`config.mk`:
```
export PLATFORM = sky130hd
export DESIGN_NAME = kvcr_cfg
export DESIGN_NICKNAME = d
export VERILOG_FILES = /design/src/hdl/kvcr_pkg.sv /design/src/hdl/kvcr_cfg.sv
export SDC_FILE = /design/constraint.sdc
export NUM_CORES = 1
export LEC_CHECK = 0
export BUFFER_PORTS_ARGS = -buffer_cell sky130_fd_sc_hd__buf_2
export CAP_MARGIN = 20
export CORE_UTILIZATION = 38
export DETAILED_ROUTE_END_ITERATION = 7
export PLACE_DENSITY = 0.83
export SYNTH_ARGS = -nofsm -noshare
export SYNTH_HDL_FRONTEND = slang
export SYNTH_SLANG_ARGS = --single-unit
export TNS_END_PERCENT = 30
```
`constraint.sdc`:
```
create_clock -name clk_i -period 0.8 [get_ports clk_i]
set_input_delay 0 -clock clk_i [delete_from_list [all_inputs] [get_ports clk_i]]
set_output_delay 0 -clock clk_i [all_outputs]
set_load 0.03 [all_outputs]
```
`src/hdl/kvcr_pkg.sv`:
```
// Shared types and constants for the sliding-window row cache.
package kvcr_pkg;

  localparam int unsigned STORE_DEPTH = 1024;
  localparam int unsigned ROW_BITS    = 64;
  localparam int unsigned ADDR_W      = $clog2(STORE_DEPTH);

  localparam int unsigned FUNC_W  = 3;
  localparam int unsigned DATA_W  = 64;
  localparam int unsigned IDX_W   = 10;
  localparam int unsigned CNT_W   = 11;
  localparam int unsigned STAT_W  = 3;
  localparam int unsigned SINK_W  = 10;
  localparam int unsigned APB_AW  = 3;
  localparam int unsigned APB_DW  = 32;

  typedef enum logic [FUNC_W-1:0] {
    FN_APPEND    = 3'd0,
    FN_WINDOW    = 3'd1,
    FN_OVERWRITE = 3'd2,
    FN_POP       = 3'd3,
    FN_CLEAR     = 3'd4,
    FN_READ      = 3'd5
  } func_e;

  typedef enum logic [STAT_W-1:0] {
    ST_OK      = 3'd0,
    ST_FULL    = 3'd1,
    ST_BAD_IDX = 3'd2,
    ST_POP_OVR = 3'd3,
    ST_BAD_CFG = 3'd4
  } status_e;

  // Register index on the config port (paddr[2]).
  localparam logic REG_WINDOW_LIMIT = 1'b0;
  localparam logic REG_SINK_ROWS    = 1'b1;

  localparam logic [CNT_W-1:0]  WINDOW_LIMIT_RST = 11'd1024;
  localparam logic [SINK_W-1:0] SINK_ROWS_RST    = 10'd0;

  typedef struct packed {
    logic [CNT_W-1:0]  window_limit;
    logic [SINK_W-1:0] sink_rows;
  } cfg_t;

  typedef struct packed {
    logic                we;
    logic [ADDR_W-1:0]   waddr;
    logic [ROW_BITS-1:0] wdata;
    logic                re;
    logic [ADDR_W-1:0]   raddr;
  } mem_req_t;

endpackage

```
`src/hdl/kvcr_cfg.sv`:
```
// APB register file: window limit and sink row count.
module kvcr_cfg (
  input  logic                          clk_i,
  input  logic                          rst_ni,
  input  logic                          psel,
  input  logic                          penable,
  input  logic                          pwrite,
  input  logic [kvcr_pkg::APB_AW-1:0]   paddr,
  input  logic [kvcr_pkg::APB_DW-1:0]   pwdata,
  output logic [kvcr_pkg::APB_DW-1:0]   prdata,
  output logic                          pready,
  output kvcr_pkg::cfg_t                cfg_o
);

  kvcr_pkg::cfg_t cfg_q, cfg_d;
  logic           wr_en;

  assign wr_en  = psel & penable & pwrite;
  assign pready = 1'b1;

  always_comb begin
    cfg_d = cfg_q;
    if (wr_en) begin
      if (paddr[2] == kvcr_pkg::REG_WINDOW_LIMIT) begin
        cfg_d.window_limit = pwdata[kvcr_pkg::CNT_W-1:0];
      end else begin
        cfg_d.sink_rows = pwdata[kvcr_pkg::SINK_W-1:0];
      end
    end
  end

  always_ff @(posedge clk_i or negedge rst_ni) begin
    if (!rst_ni) begin
      cfg_q.window_limit <= kvcr_pkg::WINDOW_LIMIT_RST;
      cfg_q.sink_rows    <= kvcr_pkg::SINK_ROWS_RST;
    end else begin
      cfg_q <= cfg_d;
    end
  end

  always_comb begin
    if (paddr[2] == kvcr_pkg::REG_WINDOW_LIMIT) begin
      prdata = kvcr_pkg::APB_DW'(cfg_q.window_limit);
    end else begin
      prdata = kvcr_pkg::APB_DW'(cfg_q.sink_rows);
    end
  end

  assign cfg_o = cfg_q;

endmodule

```
* Word-level counts from Yosys, hierarchy flattened *
Index checks and enable logic that the tools add are counted.

word-level totals
  word-level logic and storage cells = 8
  output and inout port bits = 54
  register bits = 21

operators by class
  reduce and logical (&&, ||, !) cells = 2
  bitwise operators = 3
  multiplexer cells = 1

operators with widths
  kind                 number
  11-bit two-way mux   1
  2-bit AND reduction  2
  1-bit AND            2
  1-bit NOT            1

* Logic depth before layout (Yosys ltp) *
Gate-level depths: netlist of run 1.

  depth in word-level cells = 3
  gate-level depth with buffers = 3
  gate-level depth less buffers = 2

* Worst setup path before layout of run 1 *
OpenSTA, ideal clock, no wires.

  path type = reg2out
  start point = reg cfg_q, in the netlist cfg_o[20]
  end point = out prdata[10] (netlist bit)
  arrival = 1.104 ns
  buffers on the path = 0
  setup slack = -0.304 ns
  stages on the path, launching flop included = 2
  required time = 0.800 ns
  cell sequence = dfstp_2 nor2b_1

on the way
  longest elaborated chain between the ends = 1

ends and longest elaborated chain
  element                   line            text
  start: declaration        kvcr_cfg.sv:15  kvcr_pkg::cfg_t cfg_q, cfg_d;
  start signal: assignment  kvcr_cfg.sv:37  cfg_q <= cfg_d;
  11-bit two-way mux        kvcr_cfg.sv:42  if (paddr[2] == kvcr_pkg::REG_WINDOW_LIMIT) begin
  end: declaration          kvcr_cfg.sv:10  output logic [kvcr_pkg::APB_DW-1:0] prdata,

Every way passes these cells.

* Worst setup path after layout of run 1 *
  start point = reg cfg_q, in the netlist cfg_o[10]
  end point = out prdata[0] (netlist bit)

Same word-level chain as after synthesis.

==> flow_summary_export.csv, run 1 <==
group,metric,value,unit
synthesis,ys_warn_count,0,
synthesis,synth_area_per_cell,14.2,um2
drt,drc_errors,6,
hold_path,hold_class,"in2async",
sta,fin_crit_sh,149,%
die,start_util,41.1,%
global_route,overflow,0,
die,io_pins,94,
die,rows,19,
die,die-height,57.1,um
flow_run,drv_cap,0,
sta,hold_viol_final,0,
global_route,grt_pass1_vias,943,
sta,drv_slew,0,
drt,wirelength,3610,um
sta,finClkSkew,0,ns
drt,detailroute.via_count,936,
sta,finalSetupTns,-10.58,ns
synthesis,synthesis.area,1150,um2
cts,insertion_delay,0.30,ns
critical_path,r2r_slack,-0.23,ns
synthesis,ys_ff_latch,21,
pwr,total_leakage_power,1.08,nW
cts,root_buffer,"clkbuf_4",
cts,cts_tree,"built",
critical_path,crit_type,"reg2out",
critical_path,arrival,1.19,ns
cts,clk_pin_slew,0.12,ns
cts,htree_levels,1,
placement,port_buffers,48,
sta,rsz0062_at_grt,"yes",
critical_path,crit_fanout,2,
drt,firstDrtPassIters,6,
finish,largest_reg_flops,21,
critical_path,crit_required,0.80,ns
drt,drt_iter0_markers,17,
finish,syn_to_final_growth,79.1,%
sta,setup_violations,51,
pwr,fin_total_pwr,0.00525,W
sta,timing.fmax,840,MHz
placement,hpwl,1690,um
placement,placed_cell_area,1440,um2
critical_path,startpoint_type,"flip-flop",
global_route,grt_pass1_wl,4890,um
sta,min_period,1.19,ns
cts,cts_buffer_depth,2,
placement,post-place-ws,-0.136,ns
synthesis,ys_seq_area_share,45.7,%
finish,final_area,2070,um2
die,dieArea,3260,um2
sta,hold_slack,0.189,ns
global_route,grt_max_degree,22,
die,dieWidth,57.1,um
finish,drive_gt1_share,79.9,%
synthesis,ys_types,11,
drt,drtAntennaViolNets,0,
cts,numCtsBuffers,3,
critical_path,cp-end-kind,"output pin",
finish,layout.nets,210,
finish,antennaDiodeCount,0,
outcome,status,"complete, but fails checks",
pwr,p_per_area,2540,nW/um2
global_route,antenna_found_initial,0,
drt,wl_per_cell,18.0,um
die,coreArea,2810,um2
cts,cts_sinks,21,
placement,gp_congestion,0.700,
pwr,vdd_ir_drop_max,1.73,mV
synthesis,syn_inst,81,
global_route,grt.total_usage,20.8,%
sta,layout_setup_ws,-0.391,ns
outcome,violations,"DRC, setup timing",
drt,viasPerCell,4.68,
## power by group
group | switching (W) | total (W) | internal, W
sequential | 0.000215 | 0.00156 | 0.00135
clock | 0.000327 | 0.000514 | 0.000187
combinational | 0.00151 | 0.00318 | 0.00167
## final cells by class
class / instances / area, um2
repair buffers: 88 / 860
clock buffers: 3 / 22.5
well taps: 31 / 38.8
flip-flops and latches: 21 / 552
clock inverters: 1 / 5.00
multi-input cells: 56 / 588
fillers: 187 / 739
## per-layer routing
layer / track usage (%) / part of all wire (%)
met1: 21.9 / 35
met2: 39.2 / 58
met3: 4.99 / 4.4
met4: 8.71 / 2.3
met5: 0 / 0
## worst paths after layout
check                      startpoint         to  cells past startpoint
min in group clk_i            penable  cfg_o[16]                      4
setup / recovery            cfg_o[10]  prdata[0]                      2
hold / removal                 rst_ni   cfg_o[7]                      2
setup reg to reg            cfg_o[14]  cfg_o[14]                      3
max in group asynchronous      rst_ni   cfg_o[0]                      2
hold reg to reg             cfg_o[15]  cfg_o[15]                      1
## what timing repair did
| item | 4_1_cts | 5_1_grt |
|---|---|---|
| gates resized for setup | 77 | 17 |
| buffers inserted | 15 | 10 |
| setup endpoints to repair | 34 | 52 |
| endpoints found under the hold margin | 42 | 0 |
| gates cloned | 0 | 0 |
| hold buffers | 12 | 0 |
| pin swaps | 0 | 0 |
## through the flow
stage | utilization, % | cells
after floorplan | - | 101
after global placement | 51.3 | 161
after detailed placement | 51.3 | 161
after CTS | 69.5 | 192
after global routing | 73.6 | 200
final | 73.6 | 200
## cell usage after synthesis (all sizes together)
cell	instances	area share [%]
nor2b	1	0.54
nand4	1	1.8
dfrtp	20	43
dfstp	1	2.3
conb	2	0.65
nand4b	1	2.1
mux2	31	34
buf	24	16
## critical path: stages, from the launching register on
cell,delay (ns)
dfrtp_2,0.44
mux2_2,0.30
buf_6,0.15
## logic make-up after synthesis
kind of cell / after synthesis / synth area share, %
other: 2 / 0.651
and+or+nand+nor: 3 / 4.45
DFF: 21 / 45.7
buffers and inverters: 24 / 15.7
muxes: 31 / 33.5
## layout by cell type (no fill, tap or decap), drive strengths merged
cell,synthesis,final
nand4,1,1
mux2,31,31
clkinv,0,1
conb,2,22
nand4b,1,1
dlygate4sd3,0,12
dfstp,1,1
clkbuf,0,3
nor2b,1,1
dfrtp,20,20
buf,24,76
Note: power is estimated with default switching activity, not from simulation.
==> inputs of run 2 (changes only) <==
ABC_AREA = 1   (was unset)
==> flow_summary_export.csv, run 2 <==
group,metric,value,unit
placement,placed_cell_area,1400,um2
die,die-height,57.2,um
synthesis,synth_area_leaders,"dfrtp_1, nand2_1, buf_4",
synthesis,syn_inst,153,
pwr,fin_total_pwr,0.00414,W
synthesis,synthesis.area,1160,um2
finish,final_core_util,65.9,%
cts,cts_buffer_depth,2,
critical_path,cp-end-kind,"output pin",
global_route,grt_max_degree,22,
cts,root_buffer,"clkbuf_4",
pwr,vdd_ir_drop_max,1.22,mV
finish,fillers,219,
die,dieArea,3270,um2
die,coreArea,2830,um2
synthesis,synth_top_area_share,43.2,%
die,io_pins,94,
cts,numCtsBuffers,3,
synthesis,ys_types,13,
placement,gp_congestion,0.694,
finish,layout.nets,269,
flow_run,drv_cap,0,
die,rows,19,
drt,wirelength,3040,um
sta,hold_viol_final,0,
critical_path,arrival,1.10,ns
sta,setup_violations,32,
critical_path,crit_fanout,3,
synthesis,ys_seq_area_share,45.5,%
sta,drv_slew,0,
cts,clk_pin_slew,0.12,ns
placement,hpwl,1810,um
synthesis,synth-edff-count,0,
global_route,overflow,0,
global_route,grt_pass1_vias,1029,
synthesis,yosysMostFrequentCell,"nand2_1",
die,start_util,41.0,%
synthesis,yosys_most_used_dff,"dfrtp_1",
die,dieWidth,57.2,um
global_route,antenna_found_initial,0,
critical_path,crit_type,"reg2out",
global_route,grt_pass1_wl,4660,um
global_route,grt.total_usage,18.8,%
finish,drive_gt1_share,38.2,%
drt,detailroute.via_count,1146,
sta,fin_crit_sh,138,%
cts,cts_sinks,21,
placement,port_buffers,48,
synthesis,netlist_top_cells_count,"nand2_1, buf_4, nand3_1",
pwr,total_leakage_power,1.05,nW
synthesis,ys_ff_latch,21,
sta,layout_setup_ws,-0.305,ns
drt,wl_per_cell,11.7,um
finish,largest_reg_flops,21,
synthesis,ys_warn_count,0,
cts,cts_tree,"built",
sta,min_period,1.10,ns
finish,final_cell_mix,"nand2_1, buf_6, conb_1",
synthesis,async_reset_ff_share,100,%
outcome,violations,"DRC, setup timing",
cts,htree_levels,1,
synthesis,synth_area_per_cell,7.57,um2
critical_path,crit_required,0.80,ns
finish,stdcell_count,259,
placement,dp_cells,230,
sta,timing.fmax,905,MHz
sta,finClkSkew,0,ns
outcome,status,"complete, but fails checks",
synthesis,yosysTopAreaCell,"dfrtp_1",
hold_path,hold_class,"in2reg",
critical_path,startpoint_type,"flip-flop",
finish,antennaDiodeCount,0,
drt,viasPerCell,4.42,
finish,final_area,1870,um2
finish,syn_to_final_growth,61.0,%
drt,firstDrtPassIters,6,
pwr,p_per_area,2220,nW/um2
drt,drc_errors,7,
sta,rsz0062_at_grt,"yes",
cts,insertion_delay,0.30,ns
drt,drt_iter0_markers,48,
drt,drtAntennaViolNets,0,
finish,final_common_cell,"nand2_1",
## run 2: cell count changes after synthesis, moves of 2 or more
cell	before	now
nand2_1	0	73
mux2_2	21	0
nand3_1	0	21
mux2_4	10	0
buf_2	1	5
buf_4	22	24
inv_1	0	2
## run 2: layer usage
metal | vias to the layer above | share of wire, % | track usage, %
li1 | 581 | - | -
met1 | 523 | 40 | 20.5
met2 | 40 | 56 | 37.1
met3 | 2 | 3.6 | 2.72
met4 | 0 | 0.33 | 5.23
met5 | - | 0 | 0
## run 2: final cells by class
cell class	count	area, um2	share of cell area (%)
multi-input combinational	120	513	27.5
inverter	3	11.3	0.604
timing repair buffer	80	744	39.9
sequential	21	532	28.5
tap	31	38.8	2.08
clock buffer	4	26.3	1.41
## run 2: timing repair
| item | in CTS | in global routing |
|---|---|---|
| pin swaps | 27 | 3 |
| setup endpoints to repair | 32 | 33 |
| endpoints found under the hold margin | 42 | 0 |
| setup buffers | 3 | 10 |
| hold buffers | 12 | 0 |
| gates resized for setup | 62 | 10 |
## run 2: cell families (layout without fill, tap and decap cells)
family	count (synthesis)	count (layout)	synth area share [%]
buffers and inverters	32	87	18.7
flip-flops	21	21	45.5
other	2	22	0.648
AND/OR/NAND/NOR	98	98	35.2
## run 2: per-stage QoR
stage / worst slack (ns) / setup TNS [ns] / hold slack, ns
global placement: -0.0234 / -0.0234 / -0.0237
floorplan: -0.0809 / -0.209 / -0.296
detailed placement: -0.0406 / -0.0406 / -0.0191
CTS: -0.322 / -4.25 / 0.146
global route: -0.360 / -6.11 / 0.166
finish: -0.305 / -4.61 / 0.163
## run 2: final timing paths
path	startpoint	cells after the start	slack [ns]	to
worst max register to register	cfg_o[7]	3	0.03	cfg_o[7]
worst min register to register	cfg_o[20]	2	0.50	cfg_o[20]
worst max-delay path	cfg_o[20]	3	-0.30	prdata[10]
max in group asynchronous	rst_ni	2	0.27	cfg_o[20]
min in group asynchronous	rst_ni	2	0.18	cfg_o[18]
worst min-delay path	paddr[2]	4	0.16	cfg_o[1]
## run 2: report_power, final
part | leakage [nW] | internal, W | switching [W]
Clock | 0.0150 | 0.000194 | 0.000320
Combinational | 0.777 | 0.000938 | 0.00122
Sequential | 0.257 | 0.00127 | 0.000196
Total | 1.05 | 0.00241 | 0.00173
## run 2: critical path, stage by stage (launching register included)
cell,delay (ns)
dfstp_2,0.57
inv_2,0.04
nor2_4,0.07
buf_6,0.13
