===== src/hdl/kvcr_pkg.sv =====
// Shared types and constants for the sliding-window row cache.
package kvcr_pkg;

  localparam int unsigned STORE_DEPTH = 1024;
  localparam int unsigned ROW_BITS    = 64;
  localparam int unsigned ADDR_W      = $clog2(STORE_DEPTH);

  localparam int unsigned FUNC_W  = 3;
  localparam int unsigned DATA_W  = 64;
  localparam int unsigned IDX_W   = 10;
  localparam int unsigned CNT_W   = 11;
  localparam int unsigned STAT_W  = 3;
  localparam int unsigned SINK_W  = 10;
  localparam int unsigned APB_AW  = 3;
  localparam int unsigned APB_DW  = 32;

  typedef enum logic [FUNC_W-1:0] {
    FN_APPEND    = 3'd0,
    FN_WINDOW    = 3'd1,
    FN_OVERWRITE = 3'd2,
    FN_POP       = 3'd3,
    FN_CLEAR     = 3'd4,
    FN_READ      = 3'd5
  } func_e;

  typedef enum logic [STAT_W-1:0] {
    ST_OK      = 3'd0,
    ST_FULL    = 3'd1,
    ST_BAD_IDX = 3'd2,
    ST_POP_OVR = 3'd3,
    ST_BAD_CFG = 3'd4
  } status_e;

  // Register index on the config port (paddr[2]).
  localparam logic REG_WINDOW_LIMIT = 1'b0;
  localparam logic REG_SINK_ROWS    = 1'b1;

  localparam logic [CNT_W-1:0]  WINDOW_LIMIT_RST = 11'd1024;
  localparam logic [SINK_W-1:0] SINK_ROWS_RST    = 10'd0;

  typedef struct packed {
    logic [CNT_W-1:0]  window_limit;
    logic [SINK_W-1:0] sink_rows;
  } cfg_t;

  typedef struct packed {
    logic                we;
    logic [ADDR_W-1:0]   waddr;
    logic [ROW_BITS-1:0] wdata;
    logic                re;
    logic [ADDR_W-1:0]   raddr;
  } mem_req_t;

endpackage


===== src/hdl/kvcr_ctrl.sv =====
// Operation decode, fill/ring counters, memory requests and result registers.
module kvcr_ctrl (
  input  logic                            clk_i,
  input  logic                            rst_ni,
  input  logic                            accept_i,
  input  logic [kvcr_pkg::FUNC_W-1:0]     func_i,
  input  logic [kvcr_pkg::DATA_W-1:0]     entry_data_i,
  input  logic [kvcr_pkg::IDX_W-1:0]      row_index_i,
  input  logic [kvcr_pkg::CNT_W-1:0]      pop_count_i,
  input  kvcr_pkg::cfg_t                  cfg_i,
  output kvcr_pkg::mem_req_t              mem_req_o,
  input  logic [kvcr_pkg::ROW_BITS-1:0]   mem_rdata_i,
  output logic                            done_o,
  output logic [kvcr_pkg::DATA_W-1:0]     read_data_o,
  output logic [kvcr_pkg::STAT_W-1:0]     status_o,
  output logic [kvcr_pkg::CNT_W-1:0]      rows_filled_o,
  output logic [kvcr_pkg::IDX_W-1:0]      written_slot_o
);

  localparam int unsigned CntW  = kvcr_pkg::CNT_W;
  localparam int unsigned AddrW = kvcr_pkg::ADDR_W;

  logic [CntW-1:0] fill_q, fill_d;
  logic [CntW-1:0] ring_q, ring_d;

  logic                          done_q;
  logic                          rd_ok_q, rd_ok_d;
  kvcr_pkg::status_e             status_q, status_d;
  logic [kvcr_pkg::IDX_W-1:0]    slot_q, slot_d;
  logic [CntW-1:0]               rows_q;

  logic            bad_cfg;
  logic            store_full;
  logic            idx_bad;
  logic [CntW:0]   fill_inc;
  logic [CntW-1:0] idx_ext;
  logic [CntW-1:0] sink_ext;
  logic [AddrW-1:0] waddr;

  assign sink_ext   = CntW'(cfg_i.sink_rows);
  assign idx_ext    = CntW'(row_index_i);
  assign bad_cfg    = (cfg_i.window_limit == '0)
                    || (32'(cfg_i.window_limit) > kvcr_pkg::STORE_DEPTH)
                    || (sink_ext >= cfg_i.window_limit);
  assign store_full = 32'(fill_q) >= kvcr_pkg::STORE_DEPTH;
  assign idx_bad    = (idx_ext >= fill_q)
                    || (32'(row_index_i) >= kvcr_pkg::STORE_DEPTH);
  assign fill_inc   = {1'b0, fill_q} + 1'b1;

  always_comb begin
    fill_d   = fill_q;
    ring_d   = ring_q;
    status_d = kvcr_pkg::ST_OK;
    slot_d   = '0;
    rd_ok_d  = 1'b0;
    mem_req_o.we    = 1'b0;
    waddr           = '0;
    mem_req_o.wdata = entry_data_i[kvcr_pkg::ROW_BITS-1:0];
    mem_req_o.re    = 1'b0;
    mem_req_o.raddr = row_index_i[AddrW-1:0];
    if (accept_i) begin
      case (kvcr_pkg::func_e'(func_i))
        kvcr_pkg::FN_APPEND: begin
          if (store_full) begin
            status_d = kvcr_pkg::ST_FULL;
          end else begin
            waddr        = fill_q[AddrW-1:0];
            mem_req_o.we = 1'b1;
            fill_d       = fill_inc[CntW-1:0];
          end
        end
        kvcr_pkg::FN_WINDOW: begin
          if (bad_cfg) begin
            status_d = kvcr_pkg::ST_BAD_CFG;
          end else begin
            if (ring_q < cfg_i.window_limit) begin
              waddr  = ring_q[AddrW-1:0];
              ring_d = ring_q + 1'b1;
            end else begin
              // wrap to first slot past the protected sink rows
              waddr  = sink_ext[AddrW-1:0];
              ring_d = sink_ext + 1'b1;
            end
            mem_req_o.we = 1'b1;
            fill_d = (fill_inc < {1'b0, cfg_i.window_limit}) ? fill_inc[CntW-1:0]
                                                             : cfg_i.window_limit;
          end
        end
        kvcr_pkg::FN_OVERWRITE: begin
          if (idx_bad) begin
            status_d = kvcr_pkg::ST_BAD_IDX;
          end else begin
            waddr        = row_index_i[AddrW-1:0];
            mem_req_o.we = 1'b1;
          end
        end
        kvcr_pkg::FN_POP: begin
          if (pop_count_i > fill_q) begin
            status_d = kvcr_pkg::ST_POP_OVR;
          end else begin
            fill_d = fill_q - pop_count_i;
          end
        end
        kvcr_pkg::FN_CLEAR: begin
          fill_d = '0;
          ring_d = '0;
        end
        kvcr_pkg::FN_READ: begin
          if (idx_bad) begin
            status_d = kvcr_pkg::ST_BAD_IDX;
          end else begin
            mem_req_o.re = 1'b1;
            rd_ok_d      = 1'b1;
          end
        end
        default: begin
        end
      endcase
      if (mem_req_o.we) begin
        slot_d = kvcr_pkg::IDX_W'(waddr);
      end
    end
    mem_req_o.waddr = waddr;
  end

  always_ff @(posedge clk_i or negedge rst_ni) begin
    if (!rst_ni) begin
      fill_q <= '0;
      ring_q <= '0;
      done_q <= 1'b0;
    end else begin
      fill_q <= fill_d;
      ring_q <= ring_d;
      done_q <= accept_i;
    end
  end

  always_ff @(posedge clk_i) begin
    if (accept_i) begin
      rd_ok_q  <= rd_ok_d;
      status_q <= status_d;
      slot_q   <= slot_d;
      rows_q   <= fill_d;
    end
  end

  assign done_o         = done_q;
  assign read_data_o    = rd_ok_q ? kvcr_pkg::DATA_W'(mem_rdata_i) : '0;
  assign status_o       = status_q;
  assign rows_filled_o  = rows_q;
  assign written_slot_o = slot_q;

endmodule


===== config.mk =====
export PLATFORM = sky130hd
export DESIGN_NAME = kvcr_ctrl
export DESIGN_NICKNAME = d
export VERILOG_FILES = /design/src/hdl/kvcr_pkg.sv /design/src/hdl/kvcr_ctrl.sv
export SDC_FILE = /design/constraint.sdc
export NUM_CORES = 1
export LEC_CHECK = 0
export BUFFER_PORTS_ARGS = -buffer_cell sky130_fd_sc_hd__clkbuf_2
export CAP_MARGIN = 25
export CORE_ASPECT_RATIO = 1.4
export CORE_UTILIZATION = 25
export DETAILED_ROUTE_END_ITERATION = 8
export PLACE_DENSITY = 0.51
export SETUP_SLACK_MARGIN = 0.4
export SYNTH_ARGS = -nofsm -noshare
export SYNTH_HDL_FRONTEND = slang
export SYNTH_SLANG_ARGS = --single-unit

===== constraint.sdc =====
create_clock -name clk_i -period 5.74 [get_ports clk_i]
set_clock_uncertainty 0.05 [all_clocks]
set_input_delay 0.861 -clock clk_i [delete_from_list [all_inputs] [get_ports clk_i]]
set_output_delay 0.861 -clock clk_i [all_outputs]
set_load 0.005 [all_outputs]

# After elaboration in Yosys (flattened, before gate mapping)
# Index checks and enable logic that the tools add are counted.
dict set report op_classes {
  muxes 29
  n_lt_le_gt_ge 7
  eq_ne 6
  reduce_logical 7
  n_addsub 4
}
# op n
set ops {}
lappend ops {{$mux 11} 7}
lappend ops {{$mux 64} 1}
lappend ops {{$mux 10} 5}
lappend ops {{$pmux 11 s4} 1}
lappend ops {{$pmux 10 s3} 1}
lappend ops {{$ge 10x11->1} 2}
lappend ops {{$pmux 11 s2} 1}
lappend ops {{$add 11x1->12 const B} 1}
lappend ops {{$lt 12x11->1} 1}
lappend ops {{$pmux 3 s4} 1}
lappend ops {{$add 10x1->11 const B} 1}
lappend ops {{$add 11x1->11 const B} 1}
lappend ops {{$ge 11x11->1 const B} 1}
lappend ops {{$gt 11x11->1} 1}
lappend ops {{$gt 11x11->1 const B} 1}
lappend ops {{$logic_not 11->1} 1}
lappend ops {{$lt 11x11->1} 1}
lappend ops {{$sub 11x11->11} 1}
lappend ops {{$mux 1} 8}
lappend ops {{$eq 3x2->1 const B} 2}
lappend ops {{$eq 3x3->1 const B} 2}
lappend ops {{$mux 2} 2}
lappend ops {{$eq 3x1->1 const B} 1}
lappend ops {{$logic_not 3->1} 1}
lappend ops {{other kinds (7)} 8}
dict set report totals {
  register_bits 48
  output_inout_bits 175
  wordCells 60
  in_bits 176
}

# Longest topological paths before layout
dict set report depth {
  word_depth 7
  mapped_depth 19
  mapped_depth_nobuf 16
}

# Worst setup path after synthesis
# OpenSTA, ideal clock, no wires.
dict set report synth_timing {
  kind {input-to-reg}
  from {in cfg_i[18] in the netlist's numbering}
  to {reg ring_q[10]}
  n_path_buf 3
  path_slack_ps 1691
  setup_time_ps 82
  path_stages 19
  arrival_time_ps 3916
  required_time_ps 5608
  cell_sequence {inv_1 -> ha_1 -> a2111oi_0 -> o21ai_0 -> a41o_1 -> a31oi_1 -> buf_4 -> buf_2 -> mux2i_1 -> inv_1 -> ha_1 -> clkbuf_1 -> nand3_1 -> nor3_1 -> nand3_1 -> or2_2 -> nor2_1 -> a21oi_1 -> o22ai_1}
}
dict set report synth_between {
  elab_chain_len 5
  elab_cells_between_ends 11
  classes_between {order compare: 3; eq/ne: 1; mux: 3; reduce/logical: 4}
}
# item line
set synth_lines {}
lappend synth_lines {{from (decl)} kvcr_ctrl.sv:10} ;# input kvcr_pkg::cfg_t cfg_i,
lappend synth_lines {{$gt 11x11->1 / $logic_not 11->1 (equally long branches)} {kvcr_ctrl.sv:43, kvcr_ctrl.sv:42}}
lappend synth_lines {{$logic_or 1x1->1} kvcr_ctrl.sv:43} ;# || (32'(cfg_i.window_limit) > kvcr_pkg::STORE_DEPTH)
lappend synth_lines {{$logic_or 1x1->1} kvcr_ctrl.sv:44} ;# || (sink_ext >= cfg_i.window_limit);
lappend synth_lines {{$ne 2x2->1 (no line)} --}
lappend synth_lines {{$reduce_and 3->1 (no line)} --}
lappend synth_lines {{to (signal assigned)} kvcr_ctrl.sv:133} ;# ring_q <= ring_d;
lappend synth_lines {{to (decl)} kvcr_ctrl.sv:24} ;# logic [CntW-1:0] ring_q, ring_d;
# Parallel ways exist; a longest one is shown, timed or not. The select of a mux whose other input is x is not followed.
# A chain may end at the register's enable or synchronous reset.

==> impl_metrics.toml <==
[clocking]
cts_tree = "built"
path_clk_slew_ns = 0.07
h-tree-depth = 2
cts_resized = 0
cts_buffers = 5
postCtsSetupRepairBufs = 0
clock-sinks = 48
clock_path_buffers = 2
clock_latency_ns = 0.31
hold_buffers = 0
cts_root_buf = "clkbuf_16"

[setup_path]
critical_path_depth = 12
path_delay_family = "compound AO/OA/AOI/OAI gates"
crit_slowest_cell = "a31oi_2"
r2r_slack_ns = 1.55
endpoint_kind = "primary output"
path_max_fanout = 13
worstPathCellList = "clkbuf_2 -> inv_1 -> ha_1 -> a2111oi_0 -> o21ai_0 -> a41o_1 -> a31oi_2 -> buf_4 -> mux2i_1 -> o221ai_1 -> nor2b_1 -> clkbuf_2"
critPathRequiredTime_ns = 4.83
cp.arrival_ns = 3.73
slowest_delay_ns = 0.48
path_buf_inv = 4
cp_common_cell = "clkbuf_2"
startpoint_type = "input pin"
ff2ff_path_depth = 14
path_class = "in2out"

[place]
io_buffer_count = 222
post-dp-hpwl_um = 22600
gp_congestion = 0.884
post-place-ws_ns = 1.09

[routing]
met3_length_um = 1900
ant_nets = 0
via_per_inst = 4.98
wl_met1_um = 10000
vias = 5490
dr.pass1.iters = 5
drt_iter0_drc = 316
wl_met2_um = 13300
wire_per_inst_um = 24.5
drc_errors = 0
top_layer = "met4"
routed_wl_um = 27000

[timing]
slew_headroom = 0.447
min_period_ns = 4.64
worst_pin_slew_ns = 0.830
drv_slew = 0
holdWs_ns = 0.520
finalSetupViolations = 0
layout_setup_ws_ns = 1.10
setup_tns_ns = 0
rsz0062_at_grt = "no"
hold_viol = 0
fin_crit_sh = 0.808
max_freq_mhz = 216

[status]
outcome = "completed"

[layout]
fin_nets = 1037
seqCellArea_um2 = 1330
multi_input_area_um2 = 3400
final_util = 0.303
syn2layout_area_growth_pct = 18.0
drive_above_1_share = 0.316
nFillCells = 2461
antennaDiodeCount = 0

[synth]
yosys-top-cells-area = "edfxtp_1, ha_1, dfrtp_1"
synth_top_cell_area_share = 0.133
syn-cell-area_um2 = 5620
ys_types = 65
synth_edf_count = 25
ys.flop_type = "edfxtp_1"
async_flop_share = 0.479
synth_seq_cells = 48
synth_nets = 901
yosysTopAreaCell = "edfxtp_1"
yosysWarnings = 0
synthCells = 669
avgSynthCellArea_um2 = 8.41
synth_seq_area_share = 0.236

[pwr]
power_density_nw_per_um2 = 160
p_leak_nw = 3.32
switchingPower_mw = 0.367
power_frac_comb = 0.309
intPower_mw = 0.694
power_frac_clock = 0.303
switching_share = 0.346
seqPwrFrac = 0.388
ir_worst_vdd_v = 0.0000978

[floorplan]
rows = 64
ioPinCount = 351
die_h_um = 179
die-area_um2 = 23100
start_util = 0.256
die_w_um = 129
core_um2 = 21900

[global_route]
grt_usage = 0.233
overflow = 0
grt_max_degree = 65
antenna_found_initial = 0
grt_pass1_vias = 5378
grt_pass1_wl_um = 38200

[min_path]
hp-class = "reg2reg"
hold_depth = 2

[flow_run]
cap_violations = 0
==> layer usage <==
metal,up-vias,GRT usage
met5,-,0
met4,0,0.143
met3,89,0.0509
met1,2619,0.257
li1,2571,-
met2,211,0.401
==> stage by stage <==
stage / cells / power (mW) / area (um^2)
CTS: 1103 / 1.07 / 6640
finish: 1103 / 1.06 / 6640
global placement: 1094 / 0.747 / 6480
detailed placement: 1095 / 0.747 / 6490
floorplan: 669 / 0.616 / 5620
global route: 1103 / 1.12 / 6640
==> cell families after synthesis <==
logic type,after synthesis,synth area share
AOI/OAI and AO/OA,141,0.184
xor gates and xnor gates,30,0.0467
adders and majority gates,56,0.126
buffers and inverters,159,0.160
DFF,48,0.236
muxes,24,0.0434
and+or+nand+nor,211,0.204
==> placed cells by master, fill, tap and decap left out, types with 4 or more instances in the layout <==
| master | netlist | routed |
|---|---|---|
| nand3_1 | 19 | 19 |
| inv_1 | 57 | 57 |
| or2_2 | 5 | 5 |
| nor2b_1 | 10 | 10 |
| o21a_1 | 6 | 6 |
| nor2_1 | 32 | 32 |
| a21o_1 | 8 | 8 |
| and3_1 | 12 | 12 |
| a2111o_1 | 4 | 4 |
| and2_1 | 68 | 68 |
| xor2_1 | 7 | 7 |
| buf_4 | 75 | 9 |
| dfrtp_1 | 23 | 23 |
| a221o_1 | 7 | 7 |
| a21oi_1 | 25 | 25 |
| o21ai_0 | 23 | 23 |
| nand4_1 | 6 | 6 |
| edfxtp_1 | 25 | 25 |
| mux2i_1 | 21 | 21 |
| o221ai_1 | 6 | 6 |
| o22ai_1 | 16 | 16 |
| nor3_1 | 12 | 12 |
| clkbuf_2 | 0 | 222 |
| xnor2_1 | 23 | 23 |
| clkbuf_16 | 0 | 5 |
| or3_1 | 4 | 4 |
| ha_1 | 55 | 55 |
| o211ai_1 | 4 | 4 |
| nand2_1 | 28 | 28 |
==> registers in the layout, summed over array words and instances, names as in the netlist <==
| name | count |
|---|---|
| fill_q | 11 |
| written_slot_o | 10 |
| ring_q | 11 |
| rd_ok_q | 1 |
| status_o | 3 |
| done_o | 1 |
| rows_filled_o | 11 |
==> final timing paths <==
| check | startpoint | endpoint |
|---|---|---|
| worst min register to register | ring_q[10] | ring_q[10] |
| min in group asynchronous | rst_ni | fill_q[1] |
| worst max-delay path | cfg_i[18] | mem_req_o[83] |
| max in group asynchronous | rst_ni | ring_q[9] |
| worst max register to register | fill_q[0] | rows_filled_o[5] |
| worst min-delay path | ring_q[10] | ring_q[10] |
==> area by class of cell <==
class / instances / share of cell area
multi-input cells: 462 / 0.512
flip-flops and latches: 48 / 0.200
repair buffers: 231 / 0.178
well taps: 297 / 0.0560
inverters: 57 / 0.0322
clock buffers: 8 / 0.0221
==> worst min-delay path, cell delays in order, from the launching register on <==
cell and delay, ns:
dfrtp_1 0.41, inv_1 0.06, o22ai_1 0.05
==> power groups by stage <==
stage	Combinational [mW]	Clock (mW)	Sequential, mW
2_1_floorplan	0.207	0	0.409
3_3_place_gp	0.328	0	0.418
3_5_place_dp	0.329	0	0.418
4_1_cts	0.332	0.323	0.411
5_1_grt	0.363	0.337	0.414
6_report	0.328	0.322	0.411
==> cell usage after synthesis, types with 5 or more instances <==
cell type and n:
a21o_1 8, a21oi_1 25, a221o_1 7, and2_1 68, and3_1 12, buf_2 7, buf_4 75, clkbuf_1 17
dfrtp_1 23, edfxtp_1 25, ha_1 55, inv_1 57, mux2i_1 21, nand2_1 28, nand3_1 19, nand4_1 6
nor2_1 32, nor2b_1 10, nor3_1 12, o21a_1 6, o21ai_0 23, o221ai_1 6, o22ai_1 16, or2_2 5
xnor2_1 23, xor2_1 7
No activity file was read; power rests on OpenSTA's default activity.
